**config.mk**
```make
export PLATFORM = sky130hd
export DESIGN_NAME = multi_tone_internal_model_controller
export DESIGN_NICKNAME = d
export VERILOG_FILES = /design/src/hdl/mtimc_pkg.sv /design/src/hdl/mtimc_mul.sv /design/src/hdl/multi_tone_internal_model_controller.sv
export VERILOG_INCLUDE_DIRS = /design/src /design/src/hdl
export SDC_FILE = /design/constraint.sdc
export NUM_CORES = 2
export LEC_CHECK = 0
export ABC_AREA = 1
export ABC_CLOCK_PERIOD_IN_PS = 10000
export BUFFER_PORTS_ARGS = -buffer_cell sky130_fd_sc_hd__buf_2
export CELL_PAD_IN_SITES_DETAIL_PLACEMENT = 1
export CELL_PAD_IN_SITES_GLOBAL_PLACEMENT = 2
export CORE_MARGIN = 5
export CORE_UTILIZATION = 35
export DETAILED_ROUTE_END_ITERATION = 10
export MAX_ROUTING_LAYER = met4
export PLACE_DENSITY_LB_ADDON = 0.25
export SETUP_SLACK_MARGIN = 0.2
export SLEW_MARGIN = 20
export SYNTH_ARGS = -nofsm -noshare
export SYNTH_HDL_FRONTEND = slang
export SYNTH_HIERARCHICAL = 1
export SYNTH_SLANG_ARGS = --single-unit
```
**constraint.sdc**
```tcl
create_clock -name clk -period 10 [get_ports clk]
set_input_delay 0.5 -clock clk [delete_from_list [all_inputs] [get_ports clk]]
set_output_delay 0.5 -clock clk [all_outputs]
set_load 0.02 [all_outputs]
```
**src/hdl/multi_tone_internal_model_controller_assert.svh**
```systemverilog
// assertion macros shared by the controller rtl
`ifndef MULTI_TONE_INTERNAL_MODEL_CONTROLLER_ASSERT_SVH
`define MULTI_TONE_INTERNAL_MODEL_CONTROLLER_ASSERT_SVH

// clocked check, held off while reset is high
`define MTIMC_ASSERT(name, prop, msg) \
  name: assert property (@(posedge clk) disable iff (rst) prop) else $error(msg);

// clocked check that also holds during reset
`define MTIMC_ASSERT_ALWAYS(name, prop, msg) \
  name: assert property (@(posedge clk) prop) else $error(msg);

`endif

```
**src/hdl/mtimc_pkg.sv**
```systemverilog
// types, constants and saturation helpers for the multi-tone controller
`default_nettype none

package mtimc_pkg;

  localparam int unsigned SAMPLE_W  = 16;
  localparam int unsigned GAIN_W    = 18;
  localparam int unsigned STATE_W   = 32;
  localparam int unsigned OPB_W     = 33;
  localparam int unsigned PROD_W    = GAIN_W + OPB_W;
  localparam int unsigned WIDE_W    = 36;
  localparam int unsigned ACC_W     = 34;
  localparam int unsigned NEG_W     = 35;
  localparam int unsigned FRAC_W    = 16;
  localparam int unsigned RND_W     = NEG_W - FRAC_W;
  localparam int unsigned REG_IDX_W = 3;

  // configuration register indexes
  localparam logic [REG_IDX_W-1:0] REG_DC_GAIN    = 3'd0;
  localparam logic [REG_IDX_W-1:0] REG_RES_GAIN_1 = 3'd1;
  localparam logic [REG_IDX_W-1:0] REG_TWOCOS_1   = 3'd4;

  typedef enum logic [3:0] {
    ST_IDLE,
    ST_SUM,
    ST_DRIVE,
    ST_DC_MUL,
    ST_DC_ADD,
    ST_GY_MUL,
    ST_RES_S,
    ST_FB_MUL,
    ST_RES_UPD
  } mtimc_state_t;

  // clamp a 36-bit value to the 32-bit state range
  function automatic logic signed [STATE_W-1:0] sat_state(input logic signed [WIDE_W-1:0] v);
    logic same;
    same = (v[WIDE_W-1:STATE_W-1] == '0) || (v[WIDE_W-1:STATE_W-1] == '1);
    if (same) begin
      return v[STATE_W-1:0];
    end else if (v[WIDE_W-1]) begin
      return {1'b1, {(STATE_W-1){1'b0}}};
    end else begin
      return {1'b0, {(STATE_W-1){1'b1}}};
    end
  endfunction

  // clamp a rounded drive value to 16 bits
  function automatic logic signed [SAMPLE_W-1:0] sat_drive(input logic signed [RND_W-1:0] v);
    logic same;
    same = (v[RND_W-1:SAMPLE_W-1] == '0) || (v[RND_W-1:SAMPLE_W-1] == '1);
    if (same) begin
      return v[SAMPLE_W-1:0];
    end else if (v[RND_W-1]) begin
      return {1'b1, {(SAMPLE_W-1){1'b0}}};
    end else begin
      return {1'b0, {(SAMPLE_W-1){1'b1}}};
    end
  endfunction

endpackage

`default_nettype wire

```
**src/hdl/mtimc_mul.sv**
```systemverilog
// shared signed 18 x 33 multiplier with registered product
`default_nettype none

module mtimc_mul (
  input  wire logic                                 clk,
  input  wire logic signed [mtimc_pkg::GAIN_W-1:0]  a,
  input  wire logic signed [mtimc_pkg::OPB_W-1:0]   b,
  output      logic signed [mtimc_pkg::PROD_W-1:0]  p
);

  always_ff @(posedge clk) begin
    p <= a * b;
  end

endmodule

`default_nettype wire

```
**src/hdl/multi_tone_internal_model_controller.sv**
```systemverilog
// multi-tone internal-model controller: integrator plus resonators on one multiplier
//
//   channel   dir  signals                         payload
//   s_axis    in   tvalid tready tdata[15:0]       error_sample
//   m_axis    out  tvalid tready tdata[15:0]       drive
//   cfg       in   cfg_wr_en cfg_index cfg_data    7 registers, 18-bit signed
//
// between one accepted transfer and the next, the sequencer takes the sample in idle,
// builds the output sum over the resonators, loads the drive, runs the integrator
// and then each resonator in turn on the shared multiplier.
// rst is synchronous and clears the sequencer, state and config registers to zero.
// the drive waits in an output register; a stall there holds the sequencer
// only when the next drive is ready and the register is still full.
`default_nettype none

module multi_tone_internal_model_controller #(
  parameter int unsigned RESONATORS = 3
) (
  input  wire logic                                   clk,
  input  wire logic                                   rst,
  input  wire logic                                   cfg_wr_en,
  input  wire logic [mtimc_pkg::REG_IDX_W-1:0]        cfg_index,
  input  wire logic [mtimc_pkg::GAIN_W-1:0]           cfg_data,
  input  wire logic                                   s_axis_tvalid,
  output      logic                                   s_axis_tready,
  input  wire logic [mtimc_pkg::SAMPLE_W-1:0]         s_axis_tdata,  // [15:0] error_sample
  output      logic                                   m_axis_tvalid,
  input  wire logic                                   m_axis_tready,
  output      logic [mtimc_pkg::SAMPLE_W-1:0]         m_axis_tdata   // [15:0] drive
);

  localparam int unsigned RIW = (RESONATORS > 1) ? $clog2(RESONATORS) : 1;
  localparam logic [RIW-1:0] LAST_RES = RIW'(RESONATORS - 1);

  localparam int unsigned STATE_W = mtimc_pkg::STATE_W;
  localparam int unsigned WIDE_W  = mtimc_pkg::WIDE_W;
  localparam int unsigned OPB_W   = mtimc_pkg::OPB_W;
  localparam int unsigned PROD_W  = mtimc_pkg::PROD_W;
  localparam int unsigned ACC_W   = mtimc_pkg::ACC_W;
  localparam int unsigned NEG_W   = mtimc_pkg::NEG_W;
  localparam int unsigned FRAC_W  = mtimc_pkg::FRAC_W;
  localparam int unsigned RND_W   = mtimc_pkg::RND_W;
  localparam int unsigned GAIN_W  = mtimc_pkg::GAIN_W;
  localparam int unsigned SMP_W   = mtimc_pkg::SAMPLE_W;

  // configuration registers
  logic signed [GAIN_W-1:0] dc_gain;
  logic signed [GAIN_W-1:0] res_gain [RESONATORS];
  logic signed [GAIN_W-1:0] twocos   [RESONATORS];

  // controller state
  logic signed [STATE_W-1:0] dc_integrator;
  logic signed [STATE_W-1:0] osc_first  [RESONATORS];
  logic signed [STATE_W-1:0] osc_second [RESONATORS];

  mtimc_pkg::mtimc_state_t state, state_next;
  logic [RIW-1:0]           res_idx;
  logic signed [SMP_W-1:0]  sample;
  logic signed [ACC_W-1:0]  acc;
  logic signed [OPB_W-1:0]  s_val;
  logic signed [STATE_W-1:0] old_first;

  logic signed [GAIN_W-1:0] mul_a;
  logic signed [OPB_W-1:0]  mul_b;
  logic signed [PROD_W-1:0] mul_p;

  logic load_out;
  logic take_in;

  mtimc_mul u_mul (
    .clk (clk),
    .a   (mul_a),
    .b   (mul_b),
    .p   (mul_p)
  );

  function automatic logic [mtimc_pkg::REG_IDX_W-1:0] REG_OFS(input int i);
    return i[mtimc_pkg::REG_IDX_W-1:0];
  endfunction

  // configuration writes
  always_ff @(posedge clk) begin
    if (rst) begin
      dc_gain <= '0;
      for (int i = 0; i < RESONATORS; i++) begin
        res_gain[i] <= '0;
        twocos[i]   <= '0;
      end
    end else if (cfg_wr_en) begin
      if (cfg_index == mtimc_pkg::REG_DC_GAIN) begin
        dc_gain <= cfg_data;
      end
      for (int i = 0; i < RESONATORS; i++) begin
        if (cfg_index == mtimc_pkg::REG_RES_GAIN_1 + REG_OFS(i)) begin
          res_gain[i] <= cfg_data;
        end
        if (cfg_index == mtimc_pkg::REG_TWOCOS_1 + REG_OFS(i)) begin
          twocos[i] <= cfg_data;
        end
      end
    end
  end

  // sequencer
  always_ff @(posedge clk) begin
    if (rst) begin
      state <= mtimc_pkg::ST_IDLE;
    end else begin
      state <= state_next;
    end
  end

  always_comb begin
    state_next    = state;
    load_out      = 1'b0;
    s_axis_tready = 1'b0;
    take_in       = 1'b0;
    unique case (state)
      mtimc_pkg::ST_IDLE: begin
        s_axis_tready = !rst;
        if (s_axis_tvalid && !rst) begin
          take_in    = 1'b1;
          state_next = mtimc_pkg::ST_SUM;
        end
      end
      mtimc_pkg::ST_SUM: begin
        if (res_idx == LAST_RES) begin
          state_next = mtimc_pkg::ST_DRIVE;
        end
      end
      mtimc_pkg::ST_DRIVE: begin
        if (!m_axis_tvalid || m_axis_tready) begin
          load_out   = 1'b1;
          state_next = mtimc_pkg::ST_DC_MUL;
        end
      end
      mtimc_pkg::ST_DC_MUL:  state_next = mtimc_pkg::ST_DC_ADD;
      mtimc_pkg::ST_DC_ADD:  state_next = mtimc_pkg::ST_GY_MUL;
      mtimc_pkg::ST_GY_MUL:  state_next = mtimc_pkg::ST_RES_S;
      mtimc_pkg::ST_RES_S:   state_next = mtimc_pkg::ST_FB_MUL;
      mtimc_pkg::ST_FB_MUL:  state_next = mtimc_pkg::ST_RES_UPD;
      mtimc_pkg::ST_RES_UPD: begin
        state_next = (res_idx == LAST_RES) ? mtimc_pkg::ST_IDLE : mtimc_pkg::ST_GY_MUL;
      end
      default: state_next = mtimc_pkg::ST_IDLE;
    endcase
  end

  // operand select for the shared multiplier
  always_comb begin
    mul_a = dc_gain;
    mul_b = OPB_W'(sample);
    unique case (state)
      mtimc_pkg::ST_GY_MUL: mul_a = res_gain[res_idx];
      mtimc_pkg::ST_FB_MUL: begin
        mul_a = twocos[res_idx];
        mul_b = s_val;
      end
      default: begin
        mul_a = dc_gain;
        mul_b = OPB_W'(sample);
      end
    endcase
  end

  // datapath arithmetic
  logic signed [STATE_W-1:0] gy;
  logic signed [WIDE_W-1:0]  dc_sum;
  logic signed [OPB_W-1:0]   s_sum;
  logic signed [PROD_W-1:0]  fb_bias;
  logic signed [NEG_W-1:0]   fb_rnd;
  logic signed [WIDE_W-1:0]  second_sum;
  logic signed [NEG_W-1:0]   acc_neg;
  logic signed [NEG_W-1:0]   acc_bias;
  logic signed [SMP_W-1:0]   drive_val;

  always_comb begin
    gy         = mtimc_pkg::sat_state(mul_p[WIDE_W-1:0]);
    dc_sum     = WIDE_W'(dc_integrator) + WIDE_W'(gy);
    s_sum      = OPB_W'(osc_second[res_idx]) + OPB_W'(gy);
    // round to nearest, ties upward, then drop the fraction
    fb_bias    = mul_p + PROD_W'(1 << (FRAC_W - 1));
    fb_rnd     = fb_bias[PROD_W-1:FRAC_W];
    second_sum = WIDE_W'(fb_rnd) - WIDE_W'(old_first);
    acc_neg    = -NEG_W'(acc);
    acc_bias   = acc_neg + NEG_W'(1 << (FRAC_W - 1));
    drive_val  = mtimc_pkg::sat_drive(acc_bias[NEG_W-1:FRAC_W]);
  end

  always_ff @(posedge clk) begin
    if (rst) begin
      res_idx       <= '0;
      dc_integrator <= '0;
      for (int i = 0; i < RESONATORS; i++) begin
        osc_first[i]  <= '0;
        osc_second[i] <= '0;
      end
    end else begin
      unique case (state)
        mtimc_pkg::ST_IDLE: begin
          res_idx <= '0;
        end
        mtimc_pkg::ST_SUM: begin
          res_idx <= (res_idx == LAST_RES) ? '0 : res_idx + 1'b1;
        end
        mtimc_pkg::ST_DC_ADD: begin
          dc_integrator <= mtimc_pkg::sat_state(dc_sum);
        end
        mtimc_pkg::ST_RES_S: begin
          s_val              <= s_sum;
          old_first          <= osc_first[res_idx];
          osc_first[res_idx] <= mtimc_pkg::sat_state(WIDE_W'(s_sum));
        end
        mtimc_pkg::ST_RES_UPD: begin
          osc_second[res_idx] <= mtimc_pkg::sat_state(second_sum);
          res_idx             <= (res_idx == LAST_RES) ? '0 : res_idx + 1'b1;
        end
        default: begin
          res_idx <= res_idx;
        end
      endcase
    end
  end

  // sample capture and the output sum
  always_ff @(posedge clk) begin
    if (take_in) begin
      sample <= s_axis_tdata;
      acc    <= ACC_W'(dc_integrator);
    end else if (state == mtimc_pkg::ST_SUM) begin
      acc    <= acc + ACC_W'(osc_first[res_idx]);
    end
  end

  // output register
  always_ff @(posedge clk) begin
    if (rst) begin
      m_axis_tvalid <= 1'b0;
    end else if (load_out) begin
      m_axis_tvalid <= 1'b1;
    end else if (m_axis_tready) begin
      m_axis_tvalid <= 1'b0;
    end
  end

  always_ff @(posedge clk) begin
    if (load_out) begin
      m_axis_tdata <= drive_val;
    end
  end

`include "multi_tone_internal_model_controller_assert.svh"

  `MTIMC_ASSERT(a_busy_after_take, s_axis_tvalid && s_axis_tready |=> !s_axis_tready, "input taken while busy")
  `MTIMC_ASSERT(a_idx_range, res_idx <= LAST_RES, "resonator index out of range")
  `MTIMC_ASSERT(a_drive_loaded, load_out |=> m_axis_tvalid, "drive transfer not presented")
  `MTIMC_ASSERT(a_done_to_idle, (state == mtimc_pkg::ST_RES_UPD) && (res_idx == LAST_RES) |=> s_axis_tready, "sequencer did not return to idle")
  `MTIMC_ASSERT_ALWAYS(a_reset_idle, rst |=> (state == mtimc_pkg::ST_IDLE) && !m_axis_tvalid, "reset did not clear control")

endmodule

`default_nettype wire
```
---- After elaboration in Yosys (flattened, before gate mapping) ----
Memory sizes are Yosys's and may differ from the RTL's. A register that Yosys moved wholly into a read port is not among the register bits.
Index checks and enable logic that the tools add are counted.
word-level totals
  memories kept ........................... 4
  register bits after elaboration ......... 239
  bits of input ports ..................... 42
  output and inout bits ................... 18
  bits in writable memories ............... 300
  logic and storage cells ................. 163
operators by class
  add/sub/neg operators ................... 8
  bitwise gates (word level) .............. 7
  multiplexer cells ....................... 84
  equality and inequality tests ........... 23
  $mul .................................... 1
  reduce and logical (&&, ||, !) cells .... 25
memory list
  name        words  bits a word  read ports  clocked after Yosys merged registers in  write ports  RTL line                                    RTL
  osc_first   3      32           1           1                                        3            multi_tone_internal_model_controller.sv:53  logic signed [STATE_W-1:0] osc_first [RESONATORS];
  osc_second  3      32           1           1                                        3            multi_tone_internal_model_controller.sv:54  logic signed [STATE_W-1:0] osc_second [RESONATORS];
  res_gain    3      18           1           1                                        3            multi_tone_internal_model_controller.sv:48  logic signed [GAIN_W-1:0] res_gain [RESONATORS];
  twocos      3      18           1           1                                        3            multi_tone_internal_model_controller.sv:49  logic signed [GAIN_W-1:0] twocos [RESONATORS];
operators by type and width
  kind                                                                    number
  32-bit two-way mux                                                      14
  18-bit two-way mux                                                      6
  34-bit two-way mux                                                      2
  32-bit by 32-bit adder with 33-bit output                               2
  32-bit OR reduction                                                     2
  51-bit by 17-bit adder with 51-bit output (second input constant)       1
  18-bit by 33-bit multiplier with 51-bit output                          1
  1-bit two-way mux                                                       41
  18-bit case mux with 2 select lines                                     1
  4-bit case mux with 9 select lines                                      1
  35-bit by 32-bit subtractor with 36-bit output                          1
  35-bit by 17-bit adder with 35-bit output (second input constant)       1
  34-bit negation with 35-bit output                                      1
  34-bit by 32-bit adder with 34-bit output                               1
  33-bit two-way mux                                                      1
  16-bit two-way mux                                                      2
  2-bit two-way mux                                                       11
  5-bit equality test (second input constant)                             4
  5-bit zero test                                                         4
  4-bit by 3-bit equality test with 1-bit output (second input constant)  4
  4-bit two-way mux                                                       3
  3-bit equality test (second input constant)                             3
  4-bit by 2-bit equality test with 1-bit output (second input constant)  2
  4-bit equality test (second input constant)                             2
  19 further kinds                                                        37

---- Logic depth before layout (Yosys ltp) ----
  word-level depth ........................ 10
  depth in mapped cells ................... 39
  gate-level depth less buffers ........... 35

---- Cells and area by module ----
Netlist, hierarchy kept.
modules (own cells, without submodules)
  module                                area an instance (um^2)  cells an instance  instances  sequential area each (um^2)
  multi_tone_internal_model_controller  32162.1                  3810               1          16045.4
  mtimc_mul                             23603.9                  3174               1          1021.0

---- Worst setup path before layout ----
Ideal clock, no wire load.
  path kind ............................... reg-to-reg
  from .................................... register state[2]
  to ...................................... register u_mul/p[50] (netlist name)
  library setup time ...................... 0.113 ns
  data arrival time ....................... 7.059 ns
  path buffers ............................ 4
  slack ................................... 2.828 ns
  stages on the path, launching flop included .. 31
  required time ........................... 9.887 ns
  period minus slack after synthesis ...... 7.172 ns
  path through ............................ dfxtp_1 -> inv_1 -> nor2_1 -> inv_1 -> nor2_1 -> clkinv_1 -> nor2_1 -> clkbuf_1 -> buf_1 -> o211ai_1 -> nand3_1 -> clkbuf_1 -> clkbuf_1 -> nand2_1 -> fa_1 -> inv_1 -> fa_1 -> fa_1 -> fa_1 -> fa_1 -> inv_1 -> fa_1 -> inv_1 -> ha_1 -> nand2_1 -> nor3_1 -> nand2_1 -> nor2_1 -> nand2_1 -> nand3_1 -> nand2_1
on the way
  cells in the longest elaborated chain, start to end .. 3
  elaborated cells on any way between the ends .. 5
  classes of those cells .................. mul (1); eq/ne (2); mux (2)
ends and longest elaborated chain
  what                                              RTL line                                     RTL
  from (decl)                                       multi_tone_internal_model_controller.sv:56   mtimc_pkg::mtimc_state_t state, state_next;
  from (signal assigned)                            multi_tone_internal_model_controller.sv:107  state <= mtimc_pkg::ST_IDLE;
  from (signal assigned)                            multi_tone_internal_model_controller.sv:109  state <= state_next;
  4-bit by 3-bit equality test with 1-bit output    multi_tone_internal_model_controller.sv:153  unique case (state)
  18-bit case mux with 2 select lines *             multi_tone_internal_model_controller.sv:153
  named net mul_a[6]                                multi_tone_internal_model_controller.sv:63   logic signed [GAIN_W-1:0] mul_a;
  18-bit by 33-bit multiplier with 51-bit output *  mtimc_mul.sv:12                              p <= a * b;
  to (signal assigned)                              mtimc_mul.sv:12
  to (decl)                                         mtimc_mul.sv:8                               output logic signed [mtimc_pkg::PROD_W-1:0] p
The timed path passes the listed nets; every way through them passes the cells marked *.
A chain may end at the register's enable or synchronous reset.

---- Final worst setup path ----
  from .................................... register state[2]
  to ...................................... register u_mul/p[47] (netlist name)
on the way
  cells in the longest elaborated chain, start to end .. 3
  elaborated cells on any way between the ends .. 5
  classes of those cells .................. mul (1); eq/ne (2); mux (2)
ends and longest elaborated chain
  what                                            RTL line                                     RTL
  4-bit by 3-bit equality test with 1-bit output  multi_tone_internal_model_controller.sv:153
  33-bit two-way mux                              multi_tone_internal_model_controller.sv:153
  named net mul_b[32]                             multi_tone_internal_model_controller.sv:64   logic signed [OPB_W-1:0] mul_b;
  18-bit by 33-bit multiplier with 51-bit output  mtimc_mul.sv:12
The timed path passes the listed nets, and every way through them passes these cells.

==> out/qor_table.md <==
| Result | Value | Unit |
|:---|:---|:---|
| Run status | complete, no violations | - |
| Cts hold-fix bufs | 9 | - |
| Full die area | 0.1674 | sq mm |
| Critical path data required time | 10.59 | ns |
| Count of buffer and inverter cells on the critical path | 11 | - |
| Most common cell on crit path | sky130_fd_sc_hd__inv_1 | - |
| Count of antenna-violating nets left after detailed routing | 0 | - |
| Routed vias/inst | 5.058 | - |
| Hold Fails Final Rpt | 0 | - |
| Endpoints failing setup | 0 | - |
| Leakage power total | 29.84 | nW |
| Post-route DRC | 0 | - |
| Flip-flop and latch count after synthesis | 605 | - |
| Most used cells in the layout excluding fill and tap cells | sky130_fd_sc_hd__nand2_1 (1,851), sky130_fd_sc_hd__inv_1 (1,410), sky130_fd_sc_hd__fa_1 (573) | - |
| Die W | 409.2 | um |
| Number of gates given a new drive strength after cts | 0 | - |
| CP Capture Type | flip-flop | - |
| RSZ-0062 raised after global routing | false | - |
| Average cell area after synthesis | 7.985 | sq um |
| Switching part of the total power | 0.5654 | - |
| TritonCTS clock tree | done | - |
| Standard cell with the maximum stage delay on the critical path | sky130_fd_sc_hd__fa_1 | - |
| End of the worst hold path | sample[14] | - |
| Global placer's final weighted congestion | 0.9138 | - |
| Post-synth EDFFs | 495 | - |
| Synthesized netlist net count | 7,855 | - |
| Largest net degree at the start of global routing | 74 | - |
| Post-synth ARST share | 0 | - |
| P_int | 8.552 | mW |
| Maximum VDD drop | 232.0 | uV |
| Signal arrival time at the worst endpoint | 8.90 | ns |
| Number of DRC violations after detailed-routing iteration 0 | 2,727 | - |
| Number of levels in the clock H-tree | 3 | - |
| Highest cell delay on the worst timing path | 0.71 | ns |
| Area growth, synth to finish | 8.452 | % |
| Switching component of the power | 11.12 | mW |
| Sum of negative setup slack | 0 | ns |
| Residual overflow from global routing | 0 | - |
| Count of cell types in the netlist | 54 | - |
| Minimum period implied by the final worst setup slack | 8.314 | ns |
| Count of port buffers added during placement | 59 | - |
| TritonRoute pass-1 iters | 5 | - |
| Core outline area | 0.1584 | sq mm |
| Fmax achieved | 0.1203 | GHz |
| Chip height | 409.2 | um |
| Worst min-delay path startpoint | s_axis_tdata[14] | - |
| Kind of start point of the critical path | flip-flop | - |
| Routed wirelength normalized by instance count | 22.52 | um |
| Number of standard-cell rows in the floorplan | 146 | - |
| Routed via count | 45,770 | - |
| Slew at the pin with the worst max-slew slack | 1.077 | ns |
| Largest buffer count on any clock path | 3 | - |
| Cell at the root of the clock tree | sky130_fd_sc_hd__clkbuf_16 | - |
| Fill cell total of the finished layout | 19,040 | - |
| Hold Worst Slack | 0.04329 | ns |
| Netlist Area Pre-Place | 0.05577 | sq mm |
| Number of global-route vias before repair | 48,690 | - |
| Number of pins exceeding their max-slew limit in the final report | 0 | - |
| Clock Sinks | 605 | - |
| Final HPWL from detailed placement | 160.1 | mm |
| Clock network power share | 0.129 | - |
| Combinational group share of total power | 0.674 | - |
| Critical register-to-register path startpoint | state[2] | - |
| Max transition margin | 0.2805 | - |
| Sequential fraction of design power | 0.198 | - |
| Worst min-delay path class | in2reg | - |
| Net count of the finished layout | 7,791 | - |
| Peak fanout along the critical path | 18 | - |
| Ratio of cells with drive above 1 in the final layout | 0.05318 | - |
| Number of buffers inserted during clock tree synthesis | 69 | - |
| Global-route usage over all layers | 0.2479 | - |
| Antenna violations before repair | 4 | - |
| Worst reg2reg endpoint | u_mul/p[47] | - |
| Finished layout cell area | 0.06048 | sq mm |
| Most common cell after layout, fill and taps aside | sky130_fd_sc_hd__nand2_1 | - |
| Global-route wire length before repair | 306.9 | mm |
| Sequential share of the synthesized area | 0.3060 | - |
| Total Power Consumption | 19.68 | mW |
| Minimum setup slack among reg-to-reg paths | 1.69 | ns |
| Max-cap violations | 0 | - |
| Post-Route WL | 203.8 | mm |
| Cell count of the worst reg-to-reg path | 32 | - |
| Latest clock arrival within the worst-skew pair | 0.66 | ns |
| Cell area reported after detailed placement | 0.05819 | sq mm |
| Family with the most delay on the worst path | adder cells | - |
| CTS clock-pin slew for the worst setup and hold paths | 0.06 | ns |
| Top-level port count | 60 | - |
| Primary flip-flop cell chosen by synthesis mapping | sky130_fd_sc_hd__edfxtp_1 | - |
| Cell depth of the worst hold path | 1 | - |
| Pwr dens | 325.3 | mW/mm^2 |
| Type of the worst setup path | reg2reg | - |
| Initial core utilization | 0.3521 | - |
| Worst Clk Skew | 0.02817 | ns |
| Count of synthesis-stage warnings from yosys | 6 | - |
| Post-CTS setup repair buffer count | 0 | - |
| Synthesized netlist cell count | 6,984 | - |
| Post-route clock period utilization | 0.8314 | - |
## power groups by stage
stage / registers, mW / clock network, mW / logic (mW)
2_1_floorplan: 3.74 / 0 / 8.66
3_3_place_gp: 3.94 / 0 / 13.0
3_5_place_dp: 3.94 / 0 / 13.2
4_1_cts: 3.89 / 2.58 / 13.3
5_1_grt: 3.91 / 2.67 / 14.6
6_report: 3.89 / 2.53 / 13.3
## cell usage after synthesis, types with 23 or more instances
cell type                  count  area (sq um)
sky130_fd_sc_hd__clkbuf_1    232         870.8
sky130_fd_sc_hd__nor2_1      544          2042
sky130_fd_sc_hd__edfxtp_1    495         14860
sky130_fd_sc_hd__a21oi_1     408          2042
sky130_fd_sc_hd__inv_1      1414          5308
sky130_fd_sc_hd__xnor2_1      36         315.3
sky130_fd_sc_hd__o22ai_1      62         387.9
sky130_fd_sc_hd__nor3_1       45         225.2
sky130_fd_sc_hd__dfxtp_1     110          2202
sky130_fd_sc_hd__nand4_1      36         225.2
sky130_fd_sc_hd__inv_2        23         86.33
sky130_fd_sc_hd__o21bai_1     31         232.7
sky130_fd_sc_hd__nand2_1    1852          6952
sky130_fd_sc_hd__fa_1        573         11470
sky130_fd_sc_hd__o21ai_0     278          1391
sky130_fd_sc_hd__o211ai_1     40         300.3
sky130_fd_sc_hd__ha_1        256          3203
sky130_fd_sc_hd__nand2_2      27         168.9
sky130_fd_sc_hd__xor2_1      110         963.4
sky130_fd_sc_hd__nand3_1     200          1001
## registers in the layout, summed over array words and instances (netlist names), named ones only
| name | count |
|---|---|
| osc_second | 128 |
| s_val | 33 |
| twocos | 54 |
| sample | 16 |
| dc_integrator | 32 |
| m_axis_tvalid | 1 |
| acc | 34 |
| osc_first | 128 |
| res_gain | 54 |
| dc_gain | 18 |
| m_axis_tdata | 16 |
| res_idx | 2 |
| old_first | 32 |
| u_mul/p | 51 |
| state | 4 |
## kinds of logic after synthesis
kind of cell / share of synthesized area
fa+ha+maj: 0.2631
flops: 0.3060
xor+xnor: 0.02351
buf+inv: 0.1177
compound gates: 0.08687
simple gates: 0.2027
## layer usage
layer	part of all wire	track usage	vias to the layer above
li1	-	-	21470
met1	0.47	0.3394	23250
met2	0.48	0.4115	892
met3	0.040	0.02014	166
met4	0.014	0.04050	0
met5	0	-	-
## worst max-delay path by stage
stage	start	to	slack, ns	cells after the start
CTS	state[2]	u_mul/p[46]	1.66	31
global placement	flip-flop	u_mul/p[32]	1.78	27
finish	state[2]	u_mul/p[47]	1.69	32
global route	state[2]	u_mul/p[47]	1.0	32
detailed placement	state[2]	u_mul/p[46]	1.68	31
floorplan	state[2]	u_mul/p[50]	2.83	30
## final cells by class
class	count	area [sq um]	share of cell area
inverters	1439	5406	0.08939
multi-input cells	4656	32210	0.5327
flip-flops and latches	605	17070	0.2823
repair buffers	149	993.5	0.01643
clock buffers	87	1824	0.03016
diodes	2	5.005	0.00008275
clock inverters	40	371.6	0.006144
well taps	2072	2592	0.04287
## worst reg2reg max path: cells and delay by family (launching register included)
| family | cells | cell delay [ns] |
|---|---|---|
| DFF | 1 | 0.35 |
| and+or+nand+nor | 14 | 2.57 |
| adders and majority gates | 7 | 3.85 |
| buffers and inverters | 11 | 1.48 |
## through the flow
step / setup slack [ns] / util / cells
5_1_grt: 0.9980 / 0.3818 / 9049
3_3_place_gp: 1.776 / 0.3674 / 8912
2_1_floorplan: 2.828 / - / 6984
3_5_place_dp: 1.677 / 0.3674 / 8912
6_report: 1.686 / 0.3819 / 9050
4_1_cts: 1.658 / 0.3818 / 9048
(Power assumes the default switching activity.)
